$ cat config.mk
export PLATFORM = sky130hd
export DESIGN_NAME = bpa_ctrl
export DESIGN_NICKNAME = d
export VERILOG_FILES = /design/src/hw/rtl/bpa_pkg.sv /design/src/hw/rtl/bpa_ctrl.sv
export SDC_FILE = /design/constraint.sdc
export NUM_CORES = 1
export LEC_CHECK = 0
export ABC_AREA = 0
export BUFFER_PORTS_ARGS = -buffer_cell sky130_fd_sc_hd__buf_4
export CAP_MARGIN = 5
export CORE_AREA = 5 5 42 44
export CTS_BUF_LIST = sky130_fd_sc_hd__clkbuf_4
export CTS_CLUSTER_SIZE = 24
export DETAILED_ROUTE_END_ITERATION = 8
export DIE_AREA = 0 0 47 49
export GPL_ROUTABILITY_DRIVEN = 0
export RECOVER_POWER = 100
export REMOVE_ABC_BUFFERS = 1
export SLEW_MARGIN = 20
export SYNTH_ARGS = -nofsm -noshare
export SYNTH_HDL_FRONTEND = slang
export SYNTH_SLANG_ARGS = --single-unit
$ cat constraint.sdc
create_clock -name clk -period 3.2 [get_ports clk]
set_input_delay 0.64 -clock clk [delete_from_list [all_inputs] [get_ports clk]]
set_output_delay 0.64 -clock clk [all_outputs]
set_load 0.02 [all_outputs]
$ cat src/hw/rtl/bpa_pkg.sv
// Shared types, codes and helpers for the bitmap page allocator.
// Used by bpa_ctrl, bpa_datapath and bitmap_page_allocator_core; depends on nothing.
package bpa_pkg;

    // Defaults for the top-level parameters
    localparam int BPA_WORDS      = 512;
    localparam int BPA_PAGE_SHIFT = 12;

    // Fixed field widths
    localparam int ADDR_W       = 48;
    localparam int CNT_W        = 16;
    localparam int POOL_WORDS_W = 10;
    localparam int STATUS_W     = 2;
    localparam int WORD_BITS    = 64;
    localparam int BIT_IDX_W    = 6;
    localparam int CFG_IDX_W    = 2;

    // Result status codes
    localparam logic [STATUS_W-1:0] ST_OK     = 2'd0;
    localparam logic [STATUS_W-1:0] ST_FULL   = 2'd1;
    localparam logic [STATUS_W-1:0] ST_RANGE  = 2'd2;
    localparam logic [STATUS_W-1:0] ST_DOUBLE = 2'd3;

    // Request opcodes
    localparam logic OP_ALLOC = 1'b0;
    localparam logic OP_FREE  = 1'b1;

    // Configuration register indexes
    localparam logic [CFG_IDX_W-1:0] CFG_POOL_BASE  = 2'd0;
    localparam logic [CFG_IDX_W-1:0] CFG_POOL_WORDS = 2'd1;

    typedef struct packed {
        logic              op;
        logic [ADDR_W-1:0] page_address;
    } bpa_req_t;

    typedef struct packed {
        logic [STATUS_W-1:0] status;
        logic [ADDR_W-1:0]   alloc_address;
        logic [CNT_W-1:0]    pages_in_use;
        logic [CNT_W-1:0]    pages_left;
    } bpa_rsp_t;

    // Controller to datapath
    typedef struct packed {
        logic                load_item;
        logic                clear_start;
        logic                clear_step;
        logic                scan_start;
        logic                scan_en;
        logic                free_check;
        logic                free_update;
        logic                status_we;
        logic [STATUS_W-1:0] status;
        logic                result_load;
    } bpa_cmd_t;

    // Datapath to controller
    typedef struct packed {
        logic cfg_clear;
        logic clear_last;
        logic words_zero;
        logic scan_hit;
        logic scan_miss_last;
        logic free_in_range;
        logic free_bit_set;
        logic rsp_busy;
    } bpa_stat_t;

    // Index of the lowest clear bit; 63 when the word is all ones
    function automatic logic [BIT_IDX_W-1:0] bpa_first_zero(input logic [WORD_BITS-1:0] w);
        logic [BIT_IDX_W-1:0] r;
        r = BIT_IDX_W'(WORD_BITS - 1);
        for (int n = WORD_BITS - 1; n >= 0; n--)
        begin
            if (!w[n])
            begin
                r = BIT_IDX_W'(n);
            end
        end
        return r;
    endfunction

endpackage

$ cat src/hw/rtl/bpa_ctrl.sv
// Sequencer for the page allocator: clear pass, alloc scan, free check, result.
// Depends on bpa_pkg; drives bpa_datapath through bpa_cmd_t.
module bpa_ctrl
    import bpa_pkg::*;
(
    input  logic      clk,
    input  logic      rst_n,
    input  logic      req_valid,
    input  logic      req_op,
    output logic      req_stall,
    input  bpa_stat_t stat,
    output bpa_cmd_t  cmd
);

    localparam logic [2:0] S_CLEAR = 3'd0;
    localparam logic [2:0] S_IDLE  = 3'd1;
    localparam logic [2:0] S_SCAN  = 3'd2;
    localparam logic [2:0] S_FCHK  = 3'd3;
    localparam logic [2:0] S_FUPD  = 3'd4;
    localparam logic [2:0] S_RES   = 3'd5;

    logic [2:0] state_reg;
    logic [2:0] state_next;
    logic       accept;

    // Requests are taken only in idle, never alongside a pool restart
    assign req_stall = (state_reg != S_IDLE) || stat.cfg_clear;
    assign accept    = req_valid && !req_stall;

    // Next state and commands
    always_comb
    begin
        cmd        = '0;
        state_next = state_reg;
        case (state_reg)
            S_CLEAR:
            begin
                cmd.clear_step = 1'b1;
                if (stat.clear_last)
                begin
                    state_next = S_IDLE;
                end
            end
            S_IDLE:
            begin
                if (accept)
                begin
                    cmd.load_item = 1'b1;
                    if (req_op == OP_FREE)
                    begin
                        state_next = S_FCHK;
                    end
                    else if (stat.words_zero)
                    begin
                        cmd.status_we = 1'b1;
                        cmd.status    = ST_FULL;
                        state_next    = S_RES;
                    end
                    else
                    begin
                        cmd.scan_start = 1'b1;
                        state_next     = S_SCAN;
                    end
                end
            end
            S_SCAN:
            begin
                cmd.scan_en = 1'b1;
                if (stat.scan_hit)
                begin
                    cmd.status_we = 1'b1;
                    cmd.status    = ST_OK;
                    state_next    = S_RES;
                end
                else if (stat.scan_miss_last)
                begin
                    cmd.status_we = 1'b1;
                    cmd.status    = ST_FULL;
                    state_next    = S_RES;
                end
            end
            S_FCHK:
            begin
                cmd.free_check = 1'b1;
                if (stat.free_in_range)
                begin
                    state_next = S_FUPD;
                end
                else
                begin
                    cmd.status_we = 1'b1;
                    cmd.status    = ST_RANGE;
                    state_next    = S_RES;
                end
            end
            S_FUPD:
            begin
                cmd.free_update = 1'b1;
                cmd.status_we   = 1'b1;
                cmd.status      = stat.free_bit_set ? ST_OK : ST_DOUBLE;
                state_next      = S_RES;
            end
            S_RES:
            begin
                if (!stat.rsp_busy)
                begin
                    cmd.result_load = 1'b1;
                    state_next      = S_IDLE;
                end
            end
            default:
            begin
                state_next = S_CLEAR;
            end
        endcase

        // A pool register write restarts the clearing pass from any state
        if (stat.cfg_clear)
        begin
            cmd.clear_start = 1'b1;
            state_next      = S_CLEAR;
        end
    end

    // State register
    always_ff @(posedge clk or negedge rst_n)
    begin
        if (!rst_n)
        begin
            state_reg <= S_CLEAR;
        end
        else
        begin
            state_reg <= state_next;
        end
    end

    // An accepted request always moves into work
    a_accept_moves: assert property (@(posedge clk) disable iff (!rst_n)
        accept |=> (state_reg == S_SCAN || state_reg == S_FCHK || state_reg == S_RES))
        else $error("accepted request did not start work");

    // Free update only follows a range check
    a_fupd_after_fchk: assert property (@(posedge clk) disable iff (!rst_n)
        (state_reg == S_FUPD) |-> ($past(state_reg) == S_FCHK))
        else $error("free update without range check");

    // No request is taken while the bitmap is being cleared
    a_clear_stalls: assert property (@(posedge clk) disable iff (!rst_n)
        (state_reg == S_CLEAR) |-> req_stall)
        else $error("request accepted during clear pass");

endmodule

==> flow_summary.json, run 1 <==
{
  "critPathArrivalTime_ns": 2.00,
  "ys.flop_type": "dfrtp_1",
  "largest_register_ff_count": 3,
  "ant_nets": 0,
  "cp_max_fo": 17,
  "postCtsSetupBuffers": 0,
  "setup_viol": 0,
  "cts_made_buffers": 3,
  "power_density_nw_per_um2": 617,
  "core.rowCount": 14,
  "finalCritPeriodShare": 0.824,
  "maxSlewViolCount": 0,
  "layout_min_cycle_time_ns": 2.64,
  "vias_per_cell": 5.09,
  "ir_drop_mv": 0.389,
  "core_sq_um": 1400,
  "grt_pass1_vias": 414,
  "clk_latency_ns": 0.23,
  "final_cell_mix": "clkbuf_1 (12), buf_4 (11), inv_1 (4), nand3b_1 (4), clkbuf_4 (4)",
  "finalHoldViolations": 0,
  "cp-start-kind": "flop",
  "gr-usage-all-layers": 0.103,
  "dpl_cell_area_sq_um": 554,
  "areaGrowthSynthToFinish_pct": 36.7,
  "synth_edf_count": 0,
  "cts_tree": "done",
  "cts.sinks": 3,
  "syn_inst": 49,
  "nNetsFinal": 85,
  "rsz0062_at_grt": "no",
  "h-tree-depth": 1,
  "grt_pass1_wl_um": 1770,
  "max_freq_ghz": 0.379,
  "async_flop_share": 1.00,
  "min_path_type": "in -> async",
  "cts_hold_buf": 0,
  "dieHeight_um": 49,
  "yosysWarnings": 0,
  "wl_per_cell_um": 11.9,
  "synth.distinct_cells": 32,
  "design_area_sq_um": 532,
  "cts_root_buf": "clkbuf_4",
  "portBuffers": 23,
  "die_area_sq_um": 2300,
  "ys_ff_latch": 3,
  "antenna_found_initial": 0,
  "drt-initial-drc-count": 4,
  "endpoint_kind": "output port",
  "wl_um": 1050,
  "diodes": 0,
  "post_cts_resized": 0,
  "grt_max_degree": 18,
  "final_common_cell": "clkbuf_1",
  "grt.overflow.total": 0,
  "criticalPathCategory": "reg -> out",
  "clk_path_buf_depth": 2,
  "utilization": 0.379,
  "vias": 448,
  "syn_area_sq_um": 389,
  "drc_errors": 0,
  "tns_ns": 0,
  "fillers": 153,
  "start_util": 0.278,
  "syn_area_per_cell_sq_um": 7.94,
  "maxSlewHeadroom": 0.697,
  "first_pass_iters": 4,
  "place_hpwl_um": 862,
  "seq_area_frac_synth": 0.193,
  "tightest_slew_ns": 0.448,
  "drv_cap": 0,
  "drive_gt1_frac": 0.278,
  "finClkSkew_ns": 0.00486,
  "clkTransAtPathRegs_ns": 0.04,
  "leakage_nw": 0.207,
  "outcome": "finished, final reports clean",
  "die_w_um": 47,
  "worstPathRequired_ns": 2.56,
  "boundaryPins": 24
}
[area by class of cell]
class,count,area [sq um],area share
Multi-Input combinational cell,38,264,0.496
Timing Repair Buffer,23,128,0.240
Sequential cell,3,75.1,0.141
Clock buffer,4,30.0,0.0565
Tap cell,16,20.0,0.0376
Inverter,4,15.0,0.0282
[cell usage after synthesis, drive strengths merged, types with 2 or more instances]
cell type / number / area share
buf: 3 / 0.061
nor3b: 3 / 0.058
dfrtp: 3 / 0.19
o21ai: 2 / 0.026
nand2b: 2 / 0.032
inv: 4 / 0.039
or4: 2 / 0.039
nor3: 3 / 0.039
nor2: 2 / 0.019
nand3b: 4 / 0.077
a21oi: 3 / 0.058
[final timing paths]
check	start	end	slack, ns	cells after the start
setup / recovery	state_reg[0]	cmd[3]	0.56	5
hold / removal	rst_n	state_reg[1]	0.20	1
min in group clk	stat[7]	state_reg[2]	0.65	2
hold reg to reg	state_reg[1]	state_reg[2]	0.76	3
max in group asynchronous	rst_n	state_reg[0]	2.84	1
setup reg to reg	state_reg[0]	state_reg[0]	1.41	4
[critical path, cell delays in order (launching register included)]
cell,delay [ns]
dfrtp_1,0.60
nor4b_1,0.45
and2_0,0.24
nand3b_1,0.10
o311ai_0,0.11
clkbuf_1,0.28
[kinds of logic (layout without fill, tap and decap cells)]
family,Yosys count,count (layout),synth area share
AOI/OAI and AO/OA,12,12,0.238
and+or+nand+nor,25,25,0.421
muxes,1,1,0.0386
buffers and inverters,8,31,0.109
DFF,3,3,0.193
[per-layer routing]
metal | vias up | global-route usage | wire (um)
met4 | 0 | 0.0138 | 0
met2 | 15 | 0.152 | 513
met3 | 0 | 0.0480 | 89
met5 | - | 0 | 0
met1 | 203 | 0.139 | 443
li1 | 230 | - | -
[power by group]
part           switching (mW)  total (mW)  leakage, nW  internal, mW
sequential             0.0387      0.0872       0.0399        0.0485
clock                  0.0184      0.0735       0.0184        0.0551
combinational          0.0954       0.167        0.149        0.0720
total                   0.153       0.328        0.207         0.176
[stage by stage]
step	hold slack, ns	power (mW)	std cells	worst slack [ns]
after floorplan	0.344	0.204	45	0.686
after global placement	0.430	0.288	84	0.766
after detailed placement	0.430	0.287	84	0.755
after CTS	0.178	0.365	88	0.656
after global routing	0.204	0.363	88	0.340
final	0.203	0.328	88	0.562
No activity file was read; power rests on OpenSTA's default activity.
==> inputs of run 2 (changes only) <==
--- a/config.mk
+++ b/config.mk
@@ -5,7 +5,7 @@
 export SDC_FILE = /design/constraint.sdc
 export NUM_CORES = 1
 export LEC_CHECK = 0
-export ABC_AREA = 0
+export ABC_AREA = 1
 export BUFFER_PORTS_ARGS = -buffer_cell sky130_fd_sc_hd__buf_4
 export CAP_MARGIN = 5
 export CORE_AREA = 5 5 42 44
==> constraint.sdc (replaced) <==
create_clock -name clk -period 2.45 [get_ports clk]
set_input_delay 0.49 -clock clk [delete_from_list [all_inputs] [get_ports clk]]
set_output_delay 0.49 -clock clk [all_outputs]
set_load 0.02 [all_outputs]
==> run 2 against run 1 <==
  * Count of clock-buffer cells in the layout unchanged
  * Final area is 5.4% higher
  * Cell count grew 22%
  * Flip-flop and latch count did not move
  * Combinational power down 6%
  * First-iteration DRC count up 100%
  * Critical path type unchanged
  * Critical endpoint is now cmd[1]
  * Largest cell class unchanged
==> flow_summary.json, run 2 <==
{
  "core.rowCount": 14,
  "detailedPlace.worstSlack_ns": 0.671,
  "boundaryPins": 24,
  "critPathArrivalTime_ns": 1.62,
  "diodes": 0,
  "portBuffers": 23,
  "crit_path_end": "cmd[1]",
  "cts_hold_buf": 0,
  "areaGrowthSynthToFinish_pct": 44.1,
  "tns_ns": 0,
  "min_path_type": "in -> async",
  "criticalPathCategory": "reg -> out",
  "layout_min_cycle_time_ns": 2.11,
  "wl_um": 1020,
  "max_freq_ghz": 0.475,
  "clkTransAtPathRegs_ns": 0.04,
  "synth.distinct_cells": 20,
  "synth_common_cells": "nand2_1 (12), inv_1 (11), nor2_1 (11)",
  "drc_errors": 0,
  "synth_top_area_cell": "dfrtp_1",
  "post_cts_resized": 0,
  "synth_edf_count": 0,
  "nNetsFinal": 104,
  "ys_ff_latch": 3,
  "setup_slack_ns": 0.345,
  "syn_area_per_cell_sq_um": 5.90,
  "endpoint_kind": "output port",
  "async_flop_share": 1.00,
  "rsz0062_at_grt": "no",
  "final_cell_mix": "buf_4 (17), nor2_1 (13), inv_1 (12), nand2_1 (12), nand3_1 (9)",
  "first_pass_iters": 4,
  "gr-usage-all-layers": 0.0930,
  "maxSlewHeadroom": 0.801,
  "vias": 470,
  "maxSlewViolCount": 0,
  "grt_pass1_vias": 443,
  "design_power_total_mw": 0.326,
  "cp-start-kind": "flop",
  "grt.overflow.total": 0,
  "grt_max_degree": 9,
  "ff2ff_setup_slack_ns": 1.14,
  "setup_viol": 0,
  "cts_tree": "done",
  "power_density_nw_per_um2": 581,
  "seq_area_frac_synth": 0.193,
  "die_area_sq_um": 2300,
  "yosysMostFrequentCell": "nand2_1",
  "dieHeight_um": 49,
  "h-tree-depth": 1,
  "final_common_cell": "buf_4",
  "whs_ns": 0.0611,
  "seqCellArea_sq_um": 75.1,
  "tightest_slew_ns": 0.297,
  "clk_path_buf_depth": 2,
  "drt-initial-drc-count": 8,
  "wl_per_cell_um": 9.54,
  "syn_area_sq_um": 389,
  "synth_area_leaders": "dfrtp_1 (19%), nand3_1 (12%), nand2_1 (12%), inv_1 (11%), nor2_1 (11%)",
  "r2r_start": "state_reg[0]",
  "largest_register_ff_count": 3,
  "reg2regPathDepth": 7,
  "cts_made_buffers": 3,
  "reg2reg_to": "state_reg[0]",
  "cts.sinks": 3,
  "cp_max_fo": 6,
  "syn_inst": 66,
  "drive_gt1_frac": 0.308,
  "ant_nets": 0,
  "finClkSkew_ns": 0.000443,
  "core_sq_um": 1400,
  "finalCritPeriodShare": 0.859,
  "fillers": 167,
  "leakage_nw": 0.320,
  "ys.flop_type": "dfrtp_1",
  "start_util": 0.278,
  "vias_per_cell": 4.39,
  "place_hpwl_um": 871,
  "drv_cap": 0,
  "antenna_found_initial": 0,
  "yosys.area.top_type_share": 0.193,
  "outcome": "finished, final reports clean",
  "clk_latency_ns": 0.23,
  "die_w_um": 47,
  "finalHoldViolations": 0,
  "multi_input_area_sq_um": 233,
  "worstPathRequired_ns": 1.96,
  "cts_root_buf": "clkbuf_4",
  "ir_drop_mv": 0.293,
  "grt_pass1_wl_um": 1650,
  "postCtsSetupBuffers": 0,
  "critPathLaunch": "state_reg[0]",
  "yosysWarnings": 0
}
==> run 2: changes by cell type after synthesis, sizes merged, moves of 2 or more <==
cell    before  now
nand3        1   10
nand2        1   12
or4          2    0
nor2         2   14
nor3b        3    0
inv          4   14
nand3b       4    2
nand2b       2    0
==> run 2: per-stage QoR <==
| step | std cells | instance area (sq um) | util |
|---|---|---|---|
| 2_1_floorplan | 64 | 370 | - |
| 3_3_place_gp | 103 | 563 | 0.402 |
| 3_5_place_dp | 103 | 563 | 0.402 |
| 4_1_cts | 107 | 593 | 0.423 |
| 5_1_grt | 107 | 561 | 0.400 |
| 6_report | 107 | 561 | 0.400 |
==> run 2: routing by layer <==
layer | wire length [um] | global-route usage
met3 | 61 | 0.0221
met5 | 0 | 0
met4 | 0 | 0.0276
met2 | 497 | 0.143
met1 | 463 | 0.125
==> run 2: worst min-delay path by stage <==
stage / end / depth (start not counted) / slack, ns
detailed placement: state_reg[1] / 1 / 0.28
finish: state_reg[0] / 1 / 0.06
global placement: state_reg[1] / 1 / 0.28
global route: state_reg[0] / 1 / 0.06
CTS: state_reg[0] / 1 / 0.04
floorplan: state_reg[0] / 0 / 0.19
==> run 2: layout make-up <==
type	count	area share
clock buffer	4	0.0536
inverter	14	0.0937
multi-input combinational	47	0.415
sequential	3	0.134
tap	16	0.0357
timing repair buffer	23	0.268
==> run 2: kinds of logic (layout without fill, tap and decap cells) <==
family,after synthesis,in the layout,share of synthesized area
buf+inv,16,41,0.183
flops,3,3,0.193
compound gates,4,4,0.0611
simple gates,43,43,0.563
==> run 2: report_power, final <==
group          total (mW)  internal [mW]  switching [mW]
logic               0.157         0.0583          0.0987
clock network      0.0955         0.0719          0.0235
registers          0.0730         0.0577          0.0153
total               0.326          0.188           0.138
==> run 2: critical path, cell delays in order, from the launching register on <==
cell	delay, ns
dfrtp_1	0.43
inv_1	0.10
nor2_1	0.26
nand3_2	0.15
nor2_4	0.14
nand2_1	0.08
nand3_1	0.08
buf_4	0.14
==> inputs of run 3 (changes only) <==
--- a/config.mk
+++ b/config.mk
@@ -8,11 +8,11 @@
 export ABC_AREA = 1
 export BUFFER_PORTS_ARGS = -buffer_cell sky130_fd_sc_hd__buf_4
 export CAP_MARGIN = 5
-export CORE_AREA = 5 5 42 44
+export CORE_AREA = 2 2 39 41
 export CTS_BUF_LIST = sky130_fd_sc_hd__clkbuf_4
-export CTS_CLUSTER_SIZE = 24
+export CTS_CLUSTER_SIZE = 16
 export DETAILED_ROUTE_END_ITERATION = 8
-export DIE_AREA = 0 0 47 49
+export DIE_AREA = 0 0 41 43
 export GPL_ROUTABILITY_DRIVEN = 0
 export RECOVER_POWER = 100
 export REMOVE_ABC_BUFFERS = 1
==> constraint.sdc (replaced) <==
create_clock -name clk -period 2.45 [get_ports clk]
set_input_delay 0.1225 -clock clk [delete_from_list [all_inputs] [get_ports clk]]
set_output_delay 0.1225 -clock clk [all_outputs]
set_load 0.02 [all_outputs]
==> run 3 against run 2 <==
  * Maximum frequency rose by 12%
  * Cell count is 0.93% higher
  * Final area down 3.3%
  * Non-clock buffer count is 1 higher
  * Worst setup slack improved by 0.23 ns
  * Global-route usage up 5.0 points
  * Clock power is essentially flat
  * Critical endpoint is now cmd[3]
  * Highest routed layer unchanged
==> flow_summary.json, run 3 (same netlist as run 2, synthesis figures left out) <==
{
  "power_density_nw_per_um2": 583,
  "maxSlewHeadroom": 0.671,
  "finalHoldViolations": 0,
  "grt_max_degree": 9,
  "max_freq_ghz": 0.532,
  "worstPathRequired_ns": 2.33,
  "grt.overflow.total": 0,
  "reg2regPathDepth": 6,
  "cts.sinks": 3,
  "areaGrowthSynthToFinish_pct": 39.2,
  "grt_pass1_wl_um": 1730,
  "drv_cap": 0,
  "layout_min_cycle_time_ns": 1.88,
  "drt-initial-drc-count": 3,
  "post-place-cells": 103,
  "die_area_sq_um": 1760,
  "endpoint_kind": "output port",
  "final_cell_mix": "nor2_1 (14), buf_4 (14), inv_1 (12), nand2_1 (12), nand3_1 (10)",
  "cp_cell_sequence": "inv_1, nor2_1, nand3_1, nor2_1, nand2_1, nand3_1, clkbuf_1",
  "hold_path_depth": 3,
  "wl_um": 983,
  "min_path_type": "in -> reg",
  "rsz0062_at_grt": "no",
  "vias": 479,
  "drc_errors": 0,
  "h-tree-depth": 1,
  "clk_path_buf_depth": 2,
  "min_delay_worst_endpoint": "state_reg[2]",
  "place_hpwl_um": 823,
  "critPathMaxStageDelay_ns": 0.42,
  "portBuffers": 23,
  "tightest_slew_ns": 0.490,
  "dieHeight_um": 43,
  "core.rowCount": 14,
  "cts_root_buf": "clkbuf_4",
  "power.internal_mw": 0.183,
  "first_pass_iters": 4,
  "leakage_nw": 0.307,
  "wl_per_cell_um": 9.10,
  "reg2reg_to": "state_reg[2]",
  "die_w_um": 41,
  "power_frac_comb": 0.469,
  "finClkSkew_ns": 0.00190,
  "dpl_cell_area_sq_um": 563,
  "grt_pass1_vias": 458,
  "clk_latency_ns": 0.23,
  "r2r_start": "state_reg[1]",
  "diodes": 0,
  "power.switching_mw": 0.133,
  "antenna_found_initial": 0,
  "vias_per_cell": 4.44,
  "cts_made_buffers": 3,
  "cp-start-kind": "flop",
  "utilization": 0.392,
  "criticalPathCategory": "reg -> out",
  "hp-start": "stat[0]",
  "clkTransAtPathRegs_ns": 0.04,
  "postCtsSetupBuffers": 0,
  "setup_slack_ns": 0.571,
  "detailedPlace.worstSlack_ns": 1.12,
  "power_frac_clock": 0.302,
  "maxSlewViolCount": 0,
  "tns_ns": 0,
  "nNetsFinal": 105,
  "ir_drop_mv": 0.231,
  "critPathArrivalTime_ns": 1.76,
  "core_sq_um": 1380,
  "cts_hold_buf": 1,
  "drive_gt1_frac": 0.239,
  "slowest_stage": "dfrtp_1",
  "finalCritPeriodShare": 0.767,
  "setup_viol": 0,
  "ant_nets": 0,
  "boundaryPins": 24,
  "gr-usage-all-layers": 0.143,
  "cts_tree": "done",
  "largest_register_ff_count": 3,
  "p_sw_frac": 0.420,
  "design_area_sq_um": 542,
  "cp_max_fo": 6,
  "ff2ff_setup_slack_ns": 1.06,
  "final_cells": 108,
  "seqPwrFrac": 0.229,
  "post_cts_resized": 0,
  "outcome": "finished, final reports clean",
  "start_util": 0.281
}
[run 3: area by class of cell]
class,instances,area (sq um)
fillers,167,842
multi-input cells,47,215
repair buffers,24,149
flip-flops and latches,3,75.1
inverters,14,52.6
clock buffers,4,30.0
well taps,16,20.0
[run 3: routing by layer]
metal  up-vias  part of all wire  track usage
met5         -                 0            0
met4         0                 0       0.0800
met3         0             0.058       0.0419
met2        11              0.49        0.200
met1       212              0.45        0.188
li1        256                 -            -
[run 3: worst max-delay path by stage]
stage,start,endpoint,depth (start not counted),slack [ns]
after floorplan,state_reg[2],cmd[7],5,0.98
after global placement,state_reg[0],cmd[1],7,1.11
after detailed placement,state_reg[2],cmd[3],6,1.12
after CTS,state_reg[0],cmd[1],7,0.87
after global routing,state_reg[0],cmd[1],7,0.37
final,state_reg[0],cmd[3],7,0.57
[run 3: worst max-delay path: cells and delay by family (launching register included)]
family                 cells  cell delay, ns
buffers and inverters      2            0.33
flip-flops                 1            0.42
AND/OR/NAND/NOR            5            0.77
[run 3: through the flow]
step | power (mW) | hold WS [ns]
floorplan | 0.183 | -0.173
global placement | 0.249 | -0.0877
detailed placement | 0.249 | -0.0870
CTS | 0.349 | 0.162
global route | 0.351 | 0.185
finish | 0.316 | 0.163
[run 3: power groups by stage]
stage          clock network (mW)  logic, mW  registers [mW]
6_report                   0.0955      0.148          0.0724
5_1_grt                     0.108      0.169          0.0741
4_1_cts                    0.0990      0.176          0.0749
3_5_place_dp                    0      0.174          0.0755
3_3_place_gp                    0      0.174          0.0756
2_1_floorplan                   0      0.112          0.0717
